File: config.mk
export PLATFORM = sky130hd
export DESIGN_NAME = sensor_frame_crc_check_convert
export DESIGN_NICKNAME = d
export VERILOG_FILES = /design/src/hw/rtl/scc_pkg.sv /design/src/hw/rtl/sensor_frame_crc_check_convert.sv
export SDC_FILE = /design/constraint.sdc
export NUM_CORES = 1
export LEC_CHECK = 0
export BUFFER_PORTS_ARGS = -buffer_cell sky130_fd_sc_hd__buf_2
export CELL_PAD_IN_SITES_DETAIL_PLACEMENT = 0
export CELL_PAD_IN_SITES_GLOBAL_PLACEMENT = 1
export CORE_MARGIN = 8
export CORE_UTILIZATION = 50
export DETAILED_ROUTE_END_ITERATION = 7
export GPL_ROUTABILITY_DRIVEN = 0
export GPL_TIMING_DRIVEN = 0
export PLACE_DENSITY = 0.78
export SLEW_MARGIN = 20
export SYNTH_ARGS = -nofsm -noshare
export SYNTH_HDL_FRONTEND = slang
export SYNTH_SLANG_ARGS = --single-unit
File: constraint.sdc
create_clock -name aclk -period 5.19 [get_ports aclk]
set_input_delay 0.7785 -clock aclk [delete_from_list [all_inputs] [get_ports aclk]]
set_output_delay 0.7785 -clock aclk [all_outputs]
set_load 0.005 [all_outputs]
File: src/hw/rtl/scc_pkg.sv
// Package for the sensor frame CRC check and conversion block: beat types, constants, CRC-8 update.
package scc_pkg;

    // CRC-8 used by the sensor: polynomial 0x31, initial value 0xFF, MSB first.
    localparam logic [7:0] CRC_GEN  = 8'h31;
    localparam logic [7:0] CRC_INIT = 8'hFF;
    localparam logic [7:0] CRC_MSB  = 8'h80;

    // Frame modes held in the configuration register.
    localparam logic MODE_MEAS = 1'b0;
    localparam logic MODE_STAT = 1'b1;

    // Frame lengths in bytes.
    localparam logic [2:0] MEAS_LEN = 3'd6;
    localparam logic [2:0] STAT_LEN = 3'd3;

    // Byte positions within a frame.
    localparam logic [2:0] POS_W0_HI  = 3'd0;
    localparam logic [2:0] POS_W0_LO  = 3'd1;
    localparam logic [2:0] POS_W0_CRC = 3'd2;
    localparam logic [2:0] POS_W1_HI  = 3'd3;
    localparam logic [2:0] POS_W1_LO  = 3'd4;
    localparam logic [2:0] POS_W1_CRC = 3'd5;

    // Conversion constants: hundredths of a degree and of a percent over full scale 65535.
    localparam logic [14:0] TEMP_SCALE  = 15'd17500;
    localparam logic [13:0] HUM_SCALE   = 14'd10000;
    localparam logic [14:0] TEMP_OFFSET = 15'd4500;
    localparam logic [16:0] FULL_SCALE  = 17'd65535;

    // One input beat.
    typedef struct packed {
        logic [7:0] rx_byte;
        logic       frame_start;
    } in_beat_t;

    // One result beat.
    typedef struct packed {
        logic signed [14:0] temperature_centi;
        logic [13:0]        humidity_centi;
        logic [15:0]        status_raw;
        logic               temperature_valid;
        logic               humidity_valid;
        logic               status_valid;
        logic               frame_ok;
    } out_beat_t;

    // Fold one byte into the running CRC, one bit per step.
    function automatic logic [7:0] crc8_update(input logic [7:0] crc, input logic [7:0] data);
        logic [7:0] c;
        c = crc ^ data;
        for (int k = 0; k < 8; k++) begin
            if ((c & CRC_MSB) != 8'h00) begin
                c = (c << 1) ^ CRC_GEN;
            end else begin
                c = c << 1;
            end
        end
        return c;
    endfunction

endpackage

File: src/hw/rtl/sensor_frame_crc_check_convert.sv
// Top level: frame tracking, CRC check, scaling of raw sensor words and result output.
//
//   Channel  | Ports                         | Carries
//   ---------+-------------------------------+----------------------------------------
//   input    | s_valid, s_ready, s_data      | one received byte and its frame start flag
//   result   | m_valid, m_ready, m_data      | converted values with per-word valid flags
//   config   | cfg_wr_en, cfg_wr_data        | frame mode (0 measurement, 1 status)
//
// One byte is accepted per cycle while s_ready is high. The CRC byte update and frame
// bookkeeping happen at the accepting edge; the last byte of a frame launches the scaling
// multiplies into a product register, and the divide-by-65535 correction then fills the
// output register. Reset leaves the block at byte 0 of a frame in measurement mode.
// A stalled result holds the output register; input beats keep flowing until the
// product register is also occupied.
module sensor_frame_crc_check_convert (
    input  logic               aclk,
    input  logic               aresetn,
    input  logic               s_valid,
    output logic               s_ready,
    input  scc_pkg::in_beat_t  s_data,
    output logic               m_valid,
    input  logic               m_ready,
    output scc_pkg::out_beat_t m_data,
    input  logic               cfg_wr_en,
    input  logic               cfg_wr_data
);
    import scc_pkg::*;

    // Frame tracking state.
    logic        mode_reg;
    logic [2:0]  pos_reg,        pos_next;
    logic [7:0]  crc_reg,        crc_next;
    logic [7:0]  high_byte_reg,  high_byte_next;
    logic [15:0] word0_reg,      word0_next;
    logic [15:0] word1_reg,      word1_next;
    logic        word0_ok_reg,   word0_ok_next;

    // Product stage.
    logic        st1_valid_reg;
    logic        st1_mode_reg;
    logic [30:0] t_prod_reg;
    logic [29:0] h_prod_reg;
    logic [15:0] st1_status_reg;
    logic        st1_t_ok_reg;
    logic        st1_h_ok_reg;
    logic        st1_s_ok_reg;

    // Output stage.
    logic        m_valid_reg;
    out_beat_t   m_data_reg, m_data_next;

    logic        s_accept;
    logic        out_free;
    logic        st1_adv;
    logic [2:0]  frame_len;
    logic [2:0]  pos;
    logic        last_byte;
    logic        crc_match;
    logic [7:0]  crc_of_byte;
    logic [7:0]  crc_from_init;

    // Handshake: the product stage drains into a free output register.
    assign out_free = !m_valid_reg || m_ready;
    assign st1_adv  = st1_valid_reg && out_free;
    assign s_ready  = !st1_valid_reg || out_free;
    assign s_accept = s_valid && s_ready;
    assign m_valid  = m_valid_reg;
    assign m_data   = m_data_reg;

    // Position of this beat in the frame; a start flag or an out-of-range position restarts.
    assign frame_len = (mode_reg == MODE_STAT) ? STAT_LEN : MEAS_LEN;
    assign pos       = (s_data.frame_start || pos_reg >= frame_len) ? POS_W0_HI : pos_reg;
    assign last_byte = (pos + 3'd1) == frame_len;

    // CRC updates and the check against the received CRC byte.
    assign crc_of_byte   = crc8_update(crc_reg, s_data.rx_byte);
    assign crc_from_init = crc8_update(CRC_INIT, s_data.rx_byte);
    assign crc_match     = crc_reg == s_data.rx_byte;

    // Per-byte bookkeeping.
    always_comb begin
        crc_next       = crc_reg;
        high_byte_next = high_byte_reg;
        word0_next     = word0_reg;
        word1_next     = word1_reg;
        word0_ok_next  = word0_ok_reg;
        unique case (pos) inside
            POS_W0_HI, POS_W1_HI: begin
                crc_next       = crc_from_init;
                high_byte_next = s_data.rx_byte;
            end
            POS_W0_LO: begin
                crc_next   = crc_of_byte;
                word0_next = {high_byte_reg, s_data.rx_byte};
            end
            POS_W1_LO: begin
                crc_next   = crc_of_byte;
                word1_next = {high_byte_reg, s_data.rx_byte};
            end
            POS_W0_CRC: begin
                word0_ok_next = crc_match;
            end
            default: begin
            end
        endcase
        pos_next = last_byte ? POS_W0_HI : pos + 3'd1;
    end

    always_ff @(posedge aclk) begin
        if (!aresetn) begin
            mode_reg      <= MODE_MEAS;
            pos_reg       <= POS_W0_HI;
            crc_reg       <= CRC_INIT;
            high_byte_reg <= '0;
            word0_reg     <= '0;
            word1_reg     <= '0;
            word0_ok_reg  <= 1'b0;
        end else begin
            if (cfg_wr_en) begin
                mode_reg <= cfg_wr_data;
            end
            if (s_accept) begin
                pos_reg       <= pos_next;
                crc_reg       <= crc_next;
                high_byte_reg <= high_byte_next;
                word0_reg     <= word0_next;
                word1_reg     <= word1_next;
                word0_ok_reg  <= word0_ok_next;
            end
        end
    end

    // Product stage: the last byte launches both scaling multiplies.
    always_ff @(posedge aclk) begin
        if (!aresetn) begin
            st1_valid_reg <= 1'b0;
        end else if (s_accept && last_byte) begin
            st1_valid_reg <= 1'b1;
        end else if (st1_adv) begin
            st1_valid_reg <= 1'b0;
        end
    end

    always_ff @(posedge aclk) begin
        if (s_accept && last_byte) begin
            st1_mode_reg   <= mode_reg;
            t_prod_reg     <= {15'd0, word0_reg} * {16'd0, TEMP_SCALE};
            h_prod_reg     <= {14'd0, word1_reg} * {16'd0, HUM_SCALE};
            st1_status_reg <= word0_reg;
            st1_t_ok_reg   <= word0_ok_reg;
            st1_h_ok_reg   <= crc_match;
            st1_s_ok_reg   <= crc_match;
        end
    end

    // Output stage: floor(x / 65535) = hi + (hi + lo >= 65535), with hi = x >> 16.
    always_comb begin
        logic [16:0] t_rem;
        logic [16:0] h_rem;
        logic [14:0] t_quot;
        logic [13:0] h_quot;
        t_rem  = {2'b00, t_prod_reg[30:16]} + {1'b0, t_prod_reg[15:0]};
        h_rem  = {3'b000, h_prod_reg[29:16]} + {1'b0, h_prod_reg[15:0]};
        t_quot = t_prod_reg[30:16] + {14'd0, t_rem >= FULL_SCALE};
        h_quot = h_prod_reg[29:16] + {13'd0, h_rem >= FULL_SCALE};
        m_data_next = '0;
        if (st1_mode_reg == MODE_STAT) begin
            if (st1_s_ok_reg) begin
                m_data_next.status_raw   = st1_status_reg;
                m_data_next.status_valid = 1'b1;
                m_data_next.frame_ok     = 1'b1;
            end
        end else begin
            if (st1_t_ok_reg) begin
                m_data_next.temperature_centi = $signed(t_quot - TEMP_OFFSET);
                m_data_next.temperature_valid = 1'b1;
            end
            if (st1_h_ok_reg) begin
                m_data_next.humidity_centi = h_quot;
                m_data_next.humidity_valid = 1'b1;
            end
            m_data_next.frame_ok = st1_t_ok_reg && st1_h_ok_reg;
        end
    end

    always_ff @(posedge aclk) begin
        if (!aresetn) begin
            m_valid_reg <= 1'b0;
        end else if (out_free) begin
            m_valid_reg <= st1_valid_reg;
        end
    end

    always_ff @(posedge aclk) begin
        if (st1_adv) begin
            m_data_reg <= m_data_next;
        end
    end

    // Input is only held off while both result stages are full.
    assert property (@(posedge aclk) disable iff (!aresetn)
        !s_ready |-> (st1_valid_reg && m_valid_reg))
        else $error("input stalled with a free result stage");

    // The frame position never leaves the six-byte range.
    assert property (@(posedge aclk) disable iff (!aresetn)
        pos_reg <= POS_W1_CRC)
        else $error("frame position out of range");

    // The last byte of a frame always lands in the product stage.
    assert property (@(posedge aclk) disable iff (!aresetn)
        (s_accept && last_byte) |=> st1_valid_reg)
        else $error("frame end lost");

    // frame_ok agrees with the per-word flags.
    assert property (@(posedge aclk) disable iff (!aresetn)
        (m_valid_reg && m_data_reg.frame_ok) |->
            (m_data_reg.status_valid ||
             (m_data_reg.temperature_valid && m_data_reg.humidity_valid)))
        else $error("frame_ok without matching word flags");

endmodule

# Yosys cells after proc, flatten, opt, wreduce, memory -nomap -nowiden
# Cells that the tools add are included.
# word_totals
register_bits,178
latchBits,0
ram_bits,0
romBits,0
out_inout_bits,51
wordCells,107
n_memories,0
# classes
addsub,6
multipliers,2
div,0
magnitude_cmp,3
eq_ne,6
n_shift,0
mux,26
bitwise_logic,20
n_reduce_logical,22
# ops
operator,count
6-bit two-way mux,16
3-bit inverter,16
"17-bit by 16-bit greater-or-equal comparator with 1-bit output, second input constant",2
"16-bit by 13-bit multiplier with 29-bit output, second input constant",1
"16-bit by 10-bit multiplier with 26-bit output, second input constant",1
14-bit by 16-bit adder with 17-bit output,1
15-bit by 16-bit adder with 17-bit output,1
8-bit one-hot mux with 2 select lines,1
15-bit by 1-bit adder with 15-bit output,1
"15-bit by 13-bit subtractor with 15-bit output, second input constant",1
14-bit by 1-bit adder with 14-bit output,1
2-bit AND reduction,6
3-bit two-way mux,3
8-bit == test,1
8-bit inverter,1
2-bit OR reduction,4
8-bit XOR,1
"3-bit by 2-bit == test with 1-bit output, second input constant",2
1-bit two-way mux,5
1-bit logical AND,4
2-bit nonzero test,2
"3-bit by 1-bit adder with 3-bit output, second input constant",1
"3-bit by 1-bit == test with 1-bit output, second input constant",1
3-bit == test,1
other kinds (7),11

# Longest topological paths before layout
# Gate-level depths: netlist of run 1.
# logic_depth
depth_word,18
mapped_depth,19
depth_no_buf,19

# Worst setup path before layout of run 1
# OpenSTA, ideal clock, no wires.
# synth_timing
path_kind,flip-flop to flip-flop
startpoint,register word0_reg[8]
endpoint,register t_prod_reg[29] (data pin)
setup_ns,0.258
arrival_time_ns,4.337
required_ns,4.932
path_slack_ns,0.595
stages_incl_launch_ff,18
n_path_buf,0
synth_period_minus_slack_ns,4.595
cell_sequence,dfxtp_1 -> ha_1 -> inv_1 -> fa_1 -> inv_1 -> ha_1 -> fa_1 -> inv_1 -> fa_1 -> inv_1 -> ha_1 -> a2111oi_0 -> o21a_1 -> o21a_1 -> o31a_1 -> o31ai_1 -> o41a_1 -> xor2_1
# synth_via
elab_chain_len,1
# synth_rtl
element,line_no,source
start: declaration,sensor_frame_crc_check_convert.sv:34,"logic [15:0] word0_reg, word0_next;"
start signal: assignment,sensor_frame_crc_check_convert.sv:126,word0_reg <= word0_next;
16-bit by 13-bit multiplier with 29-bit output,sensor_frame_crc_check_convert.sv:147,"t_prod_reg <= {15'd0, word0_reg} * {16'd0, TEMP_SCALE};"
end signal: assignment,sensor_frame_crc_check_convert.sv:147,
end: declaration,sensor_frame_crc_check_convert.sv:41,logic [30:0] t_prod_reg;
# Every way passes these cells.
# A chain may end at the register's enable or synchronous reset.

# Worst setup path in the final report of run 1
# layout_timing
startpoint,register word0_reg[10]
endpoint,register t_prod_reg[30] (data pin)
# The elaborated chain is that of the path after synthesis.

==> impl_metrics.xml, run 1 <==
<?xml version="1.0" encoding="UTF-8"?>
<metrics>
  <group name="sta">
    <metric name="final.setup_skew" unit="ps">12.2</metric>
    <metric name="timing.final.crit_share" unit="">0.951</metric>
    <metric name="report.final.setup_viol" unit="">0</metric>
    <metric name="slew_viol_final" unit="">0</metric>
    <metric name="timing.setup.tns" unit="ps">0</metric>
    <metric name="tightest_slew" unit="ps">688</metric>
    <metric name="grt_setup_unrepaired" unit="">no</metric>
    <metric name="finalWorstPathRequiredPeriod" unit="ps">4940</metric>
    <metric name="fin_hold_ws" unit="ps">448</metric>
    <metric name="slew_headroom" unit="">0.540</metric>
    <metric name="report.final.hold_viol_count" unit="">0</metric>
    <metric name="max_clock_freq" unit="MHz">203</metric>
  </group>
  <group name="finish">
    <metric name="flow.area_growth_from_synthesis" unit="%">10.2</metric>
    <metric name="layout_commonest_cell" unit="">sky130_fd_sc_hd__inv_1</metric>
    <metric name="finalNetCount" unit="">1751</metric>
    <metric name="commonest_cells_after_routing_fill_and_taps_aside" unit="">sky130_fd_sc_hd__inv_1, sky130_fd_sc_hd__ha_1, sky130_fd_sc_hd__edfxtp_1</metric>
    <metric name="antenna_cells" unit="">0</metric>
    <metric name="area.sequential" unit="um2">4780</metric>
    <metric name="layout.filler_cells" unit="">2460</metric>
    <metric name="flip_flop_count_of_the_largest_register_after_layout" unit="">49</metric>
    <metric name="area_of_the_multi_input_gates" unit="um2">8420</metric>
    <metric name="drive_gt1_frac" unit="">0.0853</metric>
  </group>
  <group name="drt">
    <metric name="drt_wl_total" unit="um">28900</metric>
    <metric name="ant_nets" unit="">0</metric>
    <metric name="detailedRoute.firstPassIterationCount" unit="">5</metric>
    <metric name="via_count" unit="">9504</metric>
    <metric name="route.detailed.vias_per_inst" unit="">5.16</metric>
    <metric name="detail_route.wl_per_cell" unit="um">15.7</metric>
    <metric name="route.detailed.drc" unit="">0</metric>
    <metric name="first_iter_violations" unit="">367</metric>
  </group>
  <group name="yosys">
    <metric name="synth_seq_area_share" unit="">0.336</metric>
    <metric name="async_reset_ff_frac" unit="">0</metric>
    <metric name="yosys_warnings" unit="">0</metric>
    <metric name="dominantRegCellSynth" unit="">sky130_fd_sc_hd__edfxtp_1</metric>
    <metric name="ys_seq_elements" unit="">177</metric>
    <metric name="post_synth_num_cell_types" unit="">67</metric>
    <metric name="synthCells" unit="">1372</metric>
    <metric name="postSynthAreaPerCell" unit="um2">10.3</metric>
    <metric name="postSynthNetCount" unit="">1671</metric>
    <metric name="post_synth_design_cell_area" unit="um2">14200</metric>
    <metric name="synth_enable_flop_cells" unit="">122</metric>
  </group>
  <group name="grt">
    <metric name="grt_first_pass_wirelength" unit="um">47800</metric>
    <metric name="grt_usage" unit="">0.178</metric>
    <metric name="grt_max_degree" unit="">60</metric>
    <metric name="grt_overflow_total" unit="">0</metric>
    <metric name="number_of_antenna_violations_at_the_first_check_in_global_routing" unit="">0</metric>
    <metric name="grt_pass1_vias" unit="">9418</metric>
  </group>
  <group name="pwr">
    <metric name="powerDensity" unit="nW/um2">206</metric>
    <metric name="total_leakage_power" unit="nW">7.58</metric>
    <metric name="power.ir.vdd_worst" unit="uV">232</metric>
  </group>
  <group name="clocking">
    <metric name="clk_root_buffer_cell" unit="">sky130_fd_sc_hd__clkbuf_16</metric>
    <metric name="clkSlewWorstSetupHoldPaths" unit="ps">70</metric>
    <metric name="cts.sinks" unit="">177</metric>
    <metric name="cts_buffers" unit="">17</metric>
    <metric name="maximum_level_of_the_cts_h_tree" unit="">4</metric>
    <metric name="clock_tree.buffer_depth" unit="">2</metric>
    <metric name="insertion_delay" unit="ps">440</metric>
    <metric name="clock_tree_from_tritoncts" unit="">built</metric>
  </group>
  <group name="floorplanning">
    <metric name="die_h" unit="um">184</metric>
    <metric name="num_io_pins" unit="">66</metric>
    <metric name="floorplan.initialDensity" unit="">0.509</metric>
    <metric name="placeableCoreArea" unit="um2">27900</metric>
    <metric name="fp.dieW" unit="um">184</metric>
    <metric name="design.die.area" unit="um2">34000</metric>
    <metric name="fp-row-count" unit="">61</metric>
  </group>
  <group name="critical_path">
    <metric name="cp_top_family" unit="">adder cells</metric>
    <metric name="critical_path_buf_inv_count" unit="">4</metric>
    <metric name="critical_path_class" unit="">reg -&gt; reg</metric>
    <metric name="timing.critical_path.slowest_stage_cell" unit="">sky130_fd_sc_hd__fa_1</metric>
    <metric name="worstPathMaxFanout" unit="">8</metric>
    <metric name="critical-path-max-stage-delay" unit="ps">530</metric>
    <metric name="critical_path.cell_chain" unit="">ha_1 -&gt; inv_1 -&gt; fa_1 -&gt; inv_1 -&gt; ha_1 -&gt; fa_1 -&gt; inv_1 -&gt; fa_1 -&gt; inv_1 -&gt; ha_1 -&gt; a2111oi_0 -&gt; o21ai_0 -&gt; a31o_2 -&gt; a21oi_1 -&gt; a211oi_1 -&gt; a31o_2</metric>
    <metric name="worstSetupStartpointType" unit="">flip-flop</metric>
    <metric name="worst-endpoint-arrival" unit="ps">5130</metric>
    <metric name="worst_path_required" unit="ps">5380</metric>
    <metric name="cp_common_cell" unit="">sky130_fd_sc_hd__inv_1</metric>
    <metric name="worstSetupEndpointType" unit="">flip-flop</metric>
  </group>
  <group name="run">
    <metric name="cap_viol_max_count" unit="">0</metric>
  </group>
  <group name="hold_path">
    <metric name="worstHoldPathType" unit="">reg -&gt; reg</metric>
  </group>
  <group name="placement">
    <metric name="dp.final_hpwl" unit="um">23500</metric>
    <metric name="placement.io_buffers" unit="">59</metric>
  </group>
  <group name="outcome">
    <metric name="status" unit="">completed</metric>
  </group>
</metrics>
[cells in the mapped netlist (all sizes together) (9+ instances only)]
library cell | instances | area, um2
a21o | 34 | 255
nand2b | 11 | 68.8
o21bai | 9 | 67.6
and3 | 27 | 169
nand2 | 80 | 300
nor2 | 62 | 243
a21oi | 57 | 289
xor2 | 35 | 307
fa | 82 | 1640
nor2b | 34 | 213
edfxtp | 122 | 3660
xnor2 | 74 | 648
clkbuf | 22 | 82.6
o211ai | 12 | 90.1
inv | 231 | 867
ha | 202 | 2530
nand4 | 10 | 62.6
dfxtp | 55 | 1100
nand3 | 21 | 105
mux2i | 28 | 284
a21boi | 22 | 165
o21ai | 35 | 175
o21a | 14 | 105
[worst reg2reg max path, delay by kind of cell (launching register included)]
kind	cells	cell delay (ps)
flip-flops	1	400
adder cells (fa/ha/maj)	6	2470
buffers and inverters	4	200
AO/OA/AOI/OAI	6	1640
[worst paths after layout]
check | from | to | slack [ps] | cells past startpoint
setup / recovery | word0_reg[10] | t_prod_reg[30] | 250 | 16
hold / removal | word0_ok_reg | st1_t_ok_reg | 450 | 0
setup reg to reg | word0_reg[10] | t_prod_reg[30] | 250 | 16
hold reg to reg | word0_ok_reg | st1_t_ok_reg | 450 | 0
[timing repair]
action	CTS	global route
hold buffers	0	0
buffers inserted	0	0
endpoints found under the hold margin	0	0
resized for setup	0	10
setup endpoints to repair	0	4
[metal layers]
layer  up-vias  part of all wire  global-route usage
li1       4835                 -                   -
met1      4525              0.45               0.220
met2       117              0.51               0.317
met3        27             0.027              0.0266
met4         0             0.017              0.0507
met5         -                 0                   0
[power breakdown]
part	leakage (nW)	internal [mW]	total, mW	switching [mW]
combinational	5.71	0.152	0.338	0.186
sequential	1.57	1.52	1.56	0.0332
clock	0.302	0.742	1.31	0.572
total	7.58	2.42	3.21	0.791
[final cells by class]
type,count,area share
clock buffers,21,0.0316
well taps,378,0.0303
clock inverters,11,0.00705
inverters,231,0.0557
flip-flops and latches,177,0.306
multi-input cells,935,0.540
repair buffers,61,0.0220
plain buffers,29,0.00770
[through the flow]
stage	cells	power, mW	worst slack (ps)	utilization	cell area, um2
final	1843	3.21	254	0.560	15600
after global routing	1843	3.34	9.45	0.560	15600
after CTS	1843	3.24	79.6	0.560	15600
after detailed placement	1811	1.93	90.1	0.538	15000
after global placement	1809	1.92	96.4	0.536	14900
after floorplan	1372	1.85	595	-	14200
[logic make-up (layout without fill, tap and decap cells)]
group	count (synthesis)	count (layout)	share of synthesized area
AO/OA/AOI/OAI	237	237	0.114
AND/OR/NAND/NOR	273	273	0.0944
multiplexers	31	31	0.0224
buffers and inverters	260	353	0.0697
adder cells (fa/ha/maj)	284	284	0.294
XOR/XNOR	110	110	0.0691
flip-flops	177	177	0.336
No activity file was read; power rests on OpenSTA's default activity.
==> run 2: changes to the inputs <==
Settings changed: CORE_ASPECT_RATIO set to 0.6.
==> impl_metrics.xml, run 2 (synthesized netlist as in run 1, its figures left out) <==
<?xml version="1.0" encoding="UTF-8"?>
<metrics>
  <group name="sta">
    <metric name="finalWorstPathRequiredPeriod" unit="ps">4990</metric>
    <metric name="report.final.setup_viol" unit="">0</metric>
    <metric name="tightest_slew" unit="ps">766</metric>
    <metric name="slew_headroom" unit="">0.490</metric>
    <metric name="final.setup_skew" unit="ps">14.0</metric>
    <metric name="timing.final.crit_share" unit="">0.961</metric>
    <metric name="slew_viol_final" unit="">0</metric>
    <metric name="report.final.hold_viol_count" unit="">0</metric>
    <metric name="timing.setup.tns" unit="ps">0</metric>
    <metric name="grt_setup_unrepaired" unit="">no</metric>
    <metric name="max_clock_freq" unit="MHz">201</metric>
  </group>
  <group name="grt">
    <metric name="grt_usage" unit="">0.193</metric>
    <metric name="grt_pass1_vias" unit="">9137</metric>
    <metric name="grt_overflow_total" unit="">0</metric>
    <metric name="grt_max_degree" unit="">55</metric>
    <metric name="grt_first_pass_wirelength" unit="um">51300</metric>
    <metric name="number_of_antenna_violations_at_the_first_check_in_global_routing" unit="">0</metric>
  </group>
  <group name="pwr">
    <metric name="powerDensity" unit="nW/um2">210</metric>
    <metric name="total_leakage_power" unit="nW">7.61</metric>
    <metric name="power.share.switching" unit="">0.264</metric>
    <metric name="cell_internal_pwr" unit="mW">2.42</metric>
    <metric name="clock_power_share" unit="">0.420</metric>
    <metric name="net-switching-power" unit="uW">870</metric>
    <metric name="pwr-share-comb" unit="">0.106</metric>
    <metric name="power.ir.vdd_worst" unit="uV">217</metric>
    <metric name="power.share.sequential" unit="">0.474</metric>
  </group>
  <group name="clocking">
    <metric name="cts-hold-fix-buffers" unit="">0</metric>
    <metric name="clock_tree_from_tritoncts" unit="">built</metric>
    <metric name="maximum_level_of_the_cts_h_tree" unit="">4</metric>
    <metric name="cts_buffers" unit="">17</metric>
    <metric name="insertion_delay" unit="ps">450</metric>
    <metric name="clk_root_buffer_cell" unit="">sky130_fd_sc_hd__clkbuf_16</metric>
    <metric name="clkSlewWorstSetupHoldPaths" unit="ps">70</metric>
    <metric name="clock_tree.buffer_depth" unit="">2</metric>
    <metric name="cts.sinks" unit="">177</metric>
  </group>
  <group name="critical_path">
    <metric name="crit_path_start" unit="">word0_reg[13]</metric>
    <metric name="worst-endpoint-arrival" unit="ps">5190</metric>
    <metric name="ff2ff_setup_slack" unit="ps">200</metric>
    <metric name="critical_path_class" unit="">reg -&gt; reg</metric>
    <metric name="critical_path.reg2reg.startpoint" unit="">word0_reg[13]</metric>
    <metric name="worstPathMaxFanout" unit="">8</metric>
    <metric name="reg2reg_to" unit="">t_prod_reg[30]</metric>
    <metric name="worstSetupStartpointType" unit="">flip-flop</metric>
    <metric name="worstSetupEndpointType" unit="">flip-flop</metric>
    <metric name="worst_path_required" unit="ps">5390</metric>
    <metric name="rr_worst_depth" unit="">17</metric>
  </group>
  <group name="floorplanning">
    <metric name="num_io_pins" unit="">66</metric>
    <metric name="placeableCoreArea" unit="um2">27700</metric>
    <metric name="floorplan.initialDensity" unit="">0.511</metric>
    <metric name="fp-row-count" unit="">47</metric>
    <metric name="design.die.area" unit="um2">34200</metric>
    <metric name="die_h" unit="um">146</metric>
    <metric name="fp.dieW" unit="um">233</metric>
  </group>
  <group name="drt">
    <metric name="via_count" unit="">9829</metric>
    <metric name="first_iter_violations" unit="">862</metric>
    <metric name="detailedRoute.firstPassIterationCount" unit="">5</metric>
    <metric name="detail_route.wl_per_cell" unit="um">17.7</metric>
    <metric name="route.detailed.vias_per_inst" unit="">5.36</metric>
    <metric name="route.detailed.drc" unit="">0</metric>
    <metric name="ant_nets" unit="">0</metric>
    <metric name="drt_wl_total" unit="um">32400</metric>
  </group>
  <group name="run">
    <metric name="cap_viol_max_count" unit="">0</metric>
  </group>
  <group name="outcome">
    <metric name="status" unit="">completed</metric>
  </group>
  <group name="placement">
    <metric name="placement.io_buffers" unit="">59</metric>
    <metric name="dp.final_hpwl" unit="um">26600</metric>
    <metric name="dpl_cell_area" unit="um2">15000</metric>
  </group>
  <group name="finish">
    <metric name="layout_commonest_cell" unit="">sky130_fd_sc_hd__inv_1</metric>
    <metric name="commonest_cells_after_routing_fill_and_taps_aside" unit="">sky130_fd_sc_hd__inv_1, sky130_fd_sc_hd__ha_1, sky130_fd_sc_hd__edfxtp_1</metric>
    <metric name="final_design_area_no_fill" unit="um2">15700</metric>
    <metric name="finalNetCount" unit="">1753</metric>
    <metric name="flow.area_growth_from_synthesis" unit="%">10.7</metric>
    <metric name="drive_gt1_frac" unit="">0.0913</metric>
    <metric name="antenna_cells" unit="">0</metric>
    <metric name="flip_flop_count_of_the_largest_register_after_layout" unit="">49</metric>
  </group>
  <group name="hold_path">
    <metric name="holdCritStartpoint" unit="">word0_ok_reg</metric>
    <metric name="worstHoldPathType" unit="">reg -&gt; reg</metric>
    <metric name="whs_endpoint" unit="">st1_t_ok_reg</metric>
    <metric name="hold_path_depth" unit="">0</metric>
  </group>
</metrics>
## run 2: changes by cell type in the layout (fill, tap and decap cells not counted), sizes merged
| cell | before | now |
|---|---|---|
| buf | 68 | 70 |
| bufinv | 1 | 2 |
| clkbuf | 43 | 39 |
| clkinv | 3 | 4 |
| clkinvlp | 0 | 1 |
| inv | 238 | 239 |
## run 2: worst max-delay path, stage by stage (launching register included)
cell and delay, ps:
sky130_fd_sc_hd__dfxtp_2 410, sky130_fd_sc_hd__ha_1 320, sky130_fd_sc_hd__inv_1 50, sky130_fd_sc_hd__fa_1 510
sky130_fd_sc_hd__inv_1 40, sky130_fd_sc_hd__ha_1 310, sky130_fd_sc_hd__fa_1 500, sky130_fd_sc_hd__inv_1 60
sky130_fd_sc_hd__fa_1 530, sky130_fd_sc_hd__inv_1 40, sky130_fd_sc_hd__ha_1 370, sky130_fd_sc_hd__a21oi_1 250
sky130_fd_sc_hd__o21ai_1 170, sky130_fd_sc_hd__a211o_1 330, sky130_fd_sc_hd__a31o_2 230, sky130_fd_sc_hd__a21oi_1 210
sky130_fd_sc_hd__a211oi_1 150, sky130_fd_sc_hd__a31o_2 270
## run 2: cell type report
class	count	area [um2]
repair buffers	63	365
well taps	367	459
fillers	2408	12000
clock buffers	17	425
inverters	231	870
plain buffers	29	120
multi-input cells	935	8450
clock inverters	15	208
flip-flops and latches	177	4780
## run 2: power groups by stage
stage / Combinational [mW] / Clock (mW) / Sequential [mW]
2_1_floorplan: 0.271 / 0 / 1.58
3_3_place_gp: 0.336 / 0 / 1.59
3_5_place_dp: 0.344 / 0 / 1.59
4_1_cts: 0.348 / 1.40 / 1.56
5_1_grt: 0.393 / 1.46 / 1.56
6_report: 0.349 / 1.38 / 1.56
## run 2: what timing repair did
item | in CTS | in global routing
endpoints found under the setup margin | 0 | 15
endpoints found under the hold margin | 0 | 0
gates resized for setup | 0 | 22
setup buffers | 0 | 1
## run 2: per-layer routing
layer | up-vias | global-route usage | part of all wire
li1 | 4845 | - | -
met1 | 4700 | 0.331 | 0.57
met2 | 264 | 0.229 | 0.35
met3 | 20 | 0.0433 | 0.075
met4 | 0 | 0.0380 | 0.0080
met5 | - | 0 | 0
## run 2: worst max-delay path by stage
stage                     slack [ps]        endpoint  depth (start not counted)
after global placement            60  t_prod_reg[24]                         15
after floorplan                  590  t_prod_reg[29]                         17
after detailed placement          40  t_prod_reg[24]                         15
final                            200  t_prod_reg[30]                         17
after global routing             0.5  t_prod_reg[29]                         17
after CTS                         20  t_prod_reg[24]                         15
## run 2: metrics by stage
| step | utilization | hold WS (ps) | total power, mW | setup WS, ps | instances |
|---|---|---|---|---|---|
| 6_report | 0.566 | 437 | 3.29 | 203 | 1834 |
| 5_1_grt | 0.566 | 450 | 3.41 | 0.510 | 1834 |
| 4_1_cts | 0.564 | 434 | 3.31 | 19.0 | 1833 |
| 3_5_place_dp | 0.541 | 418 | 1.93 | 40.5 | 1801 |
| 3_3_place_gp | 0.539 | 424 | 1.93 | 61.1 | 1798 |
| 2_1_floorplan | - | 408 | 1.85 | 595 | 1372 |
==> run 3: changes to the inputs <==
Settings changed: MAX_ROUTING_LAYER set to met4.
==> impl_metrics.xml, run 3 (synthesized netlist as in run 1, its figures left out) <==
<?xml version="1.0" encoding="UTF-8"?>
<metrics>
  <group name="outcome">
    <metric name="status" unit="">completed</metric>
  </group>
  <group name="finish">
    <metric name="area_of_the_multi_input_gates" unit="um2">8450</metric>
    <metric name="finalNetCount" unit="">1753</metric>
    <metric name="commonest_cells_after_routing_fill_and_taps_aside" unit="">sky130_fd_sc_hd__inv_1, sky130_fd_sc_hd__ha_1, sky130_fd_sc_hd__edfxtp_1</metric>
    <metric name="final_core_utilization" unit="">0.566</metric>
    <metric name="drive_gt1_frac" unit="">0.0913</metric>
    <metric name="flow.area_growth_from_synthesis" unit="%">10.7</metric>
    <metric name="layout.filler_cells" unit="">2408</metric>
    <metric name="layout_commonest_cell" unit="">sky130_fd_sc_hd__inv_1</metric>
    <metric name="area.sequential" unit="um2">4780</metric>
    <metric name="flip_flop_count_of_the_largest_register_after_layout" unit="">49</metric>
    <metric name="antenna_cells" unit="">0</metric>
  </group>
  <group name="drt">
    <metric name="route.detailed.vias_per_inst" unit="">5.40</metric>
    <metric name="detailedRoute.firstPassIterationCount" unit="">5</metric>
    <metric name="route.detailed.drc" unit="">0</metric>
    <metric name="first_iter_violations" unit="">900</metric>
    <metric name="detail_route.wl_per_cell" unit="um">17.7</metric>
    <metric name="drt_wl_total" unit="um">32500</metric>
    <metric name="ant_nets" unit="">0</metric>
    <metric name="via_count" unit="">9898</metric>
  </group>
  <group name="run">
    <metric name="cap_viol_max_count" unit="">0</metric>
  </group>
  <group name="pwr">
    <metric name="total_leakage_power" unit="nW">7.61</metric>
    <metric name="powerDensity" unit="nW/um2">210</metric>
    <metric name="power.ir.vdd_worst" unit="uV">217</metric>
  </group>
  <group name="floorplanning">
    <metric name="num_io_pins" unit="">66</metric>
    <metric name="design.die.area" unit="um2">34200</metric>
    <metric name="fp.dieW" unit="um">233</metric>
    <metric name="fp-row-count" unit="">47</metric>
    <metric name="die_h" unit="um">146</metric>
    <metric name="floorplan.initialDensity" unit="">0.511</metric>
    <metric name="placeableCoreArea" unit="um2">27700</metric>
  </group>
  <group name="critical_path">
    <metric name="worstSetupStartpointType" unit="">flip-flop</metric>
    <metric name="worstPathMaxFanout" unit="">5</metric>
    <metric name="critical_path_class" unit="">reg -&gt; reg</metric>
    <metric name="ff2ff_setup_slack" unit="ps">190</metric>
    <metric name="critical_path.cell_chain" unit="">inv_1 -&gt; fa_1 -&gt; inv_1 -&gt; ha_1 -&gt; fa_1 -&gt; ha_1 -&gt; inv_1 -&gt; fa_1 -&gt; inv_1 -&gt; ha_1 -&gt; and3_1 -&gt; o21ai_0 -&gt; o21ai_0 -&gt; a31oi_1 -&gt; o21ai_0 -&gt; xor2_1</metric>
    <metric name="worst_path_required" unit="ps">5420</metric>
    <metric name="cp_common_cell" unit="">sky130_fd_sc_hd__inv_1</metric>
    <metric name="timing.critical_path.slowest_stage_cell" unit="">sky130_fd_sc_hd__fa_1</metric>
    <metric name="worst-endpoint-arrival" unit="ps">5230</metric>
    <metric name="critical-path-max-stage-delay" unit="ps">520</metric>
    <metric name="worstSetupEndpointType" unit="">flip-flop</metric>
  </group>
  <group name="hold_path">
    <metric name="worstHoldPathType" unit="">reg -&gt; reg</metric>
  </group>
  <group name="grt">
    <metric name="grt_max_degree" unit="">55</metric>
    <metric name="number_of_antenna_violations_at_the_first_check_in_global_routing" unit="">0</metric>
    <metric name="grt_first_pass_wirelength" unit="um">51300</metric>
    <metric name="grt_usage" unit="">0.198</metric>
    <metric name="globalRouteMet2Util" unit="">0.228</metric>
    <metric name="global_route.usage.met1" unit="">0.332</metric>
    <metric name="gr-usage-met3" unit="">0.0422</metric>
    <metric name="grt_pass1_vias" unit="">9126</metric>
    <metric name="grt_overflow_total" unit="">0</metric>
    <metric name="most_utilized_layer_in_the_global_route_result" unit="">met1</metric>
  </group>
  <group name="sta">
    <metric name="tightest_slew" unit="ps">756</metric>
    <metric name="grt_setup_unrepaired" unit="">no</metric>
    <metric name="timing.setup.tns" unit="ps">0</metric>
    <metric name="finalWorstPathRequiredPeriod" unit="ps">5000</metric>
    <metric name="max_clock_freq" unit="MHz">200</metric>
    <metric name="report.final.hold_viol_count" unit="">0</metric>
    <metric name="slew_viol_final" unit="">0</metric>
    <metric name="slew_headroom" unit="">0.496</metric>
    <metric name="report.final.setup_viol" unit="">0</metric>
    <metric name="final.setup_skew" unit="ps">12.1</metric>
    <metric name="timing.final.crit_share" unit="">0.963</metric>
  </group>
  <group name="clocking">
    <metric name="maximum_level_of_the_cts_h_tree" unit="">4</metric>
    <metric name="cts.sinks" unit="">177</metric>
    <metric name="clkSlewWorstSetupHoldPaths" unit="ps">80</metric>
    <metric name="clock_tree.buffer_depth" unit="">2</metric>
    <metric name="clk_root_buffer_cell" unit="">sky130_fd_sc_hd__clkbuf_16</metric>
    <metric name="clock_tree_from_tritoncts" unit="">built</metric>
    <metric name="cts-hold-fix-buffers" unit="">0</metric>
    <metric name="cts_buffers" unit="">17</metric>
    <metric name="insertion_delay" unit="ps">450</metric>
  </group>
  <group name="placement">
    <metric name="dp.final_hpwl" unit="um">26600</metric>
    <metric name="placement.io_buffers" unit="">59</metric>
  </group>
</metrics>
[run 3: routing by layer]
metal  routed length (um)  share of wire  vias to the layer above
li1                     -              -                     4848
met1                18400           0.57                     4755
met2                11500           0.35                      276
met3                 2380          0.073                       19
met4                  241         0.0074                        0
met5                    0              0                        -
[run 3: final timing paths]
check	startpoint	end	cells after the start
min	word0_ok_reg	st1_t_ok_reg	0
min reg2reg	word0_ok_reg	st1_t_ok_reg	0
max	word1_reg[9]	h_prod_reg[29]	16
max reg2reg	word1_reg[9]	h_prod_reg[29]	16
[run 3: worst max-delay path, delay by kind of cell (launching register included)]
family	cells	cell delay [ps]
adders and majority gates	6	2440
AOI/OAI and AO/OA	4	920
DFF	1	500
xor gates and xnor gates	1	350
buffers and inverters	4	320
and+or+nand+nor	1	240
[run 3: final cells by class]
class	instances	area share
multi-input cells	935	0.539
flip-flops and latches	177	0.305
inverters	231	0.0555
well taps	367	0.0293
clock buffers	17	0.0271
repair buffers	63	0.0233
clock inverters	15	0.0132
plain buffers	29	0.00766
[run 3: power breakdown]
part | total, mW | switching (mW) | internal (mW)
Clock | 1.38 | 0.639 | 0.744
Combinational | 0.350 | 0.197 | 0.152
Sequential | 1.56 | 0.0351 | 1.52
[run 3: what timing repair did]
item / in CTS / in global routing
endpoints found under the hold margin: 0 / 0
resized for setup: 0 / 22
endpoints found under the setup margin: 0 / 15
buffers inserted: 0 / 1
[run 3: metrics by stage]
| step | instances | setup slack [ps] | power (mW) | hold WS (ps) | area [um2] |
|---|---|---|---|---|---|
| after CTS | 1833 | 19.0 | 3.31 | 434 | 15600 |
| after global placement | 1798 | 61.1 | 1.93 | 424 | 14900 |
| final | 1834 | 192 | 3.29 | 438 | 15700 |
| after detailed placement | 1801 | 40.5 | 1.93 | 418 | 15000 |
| after floorplan | 1372 | 595 | 1.85 | 408 | 14200 |
| after global routing | 1834 | 0.469 | 3.41 | 450 | 15700 |
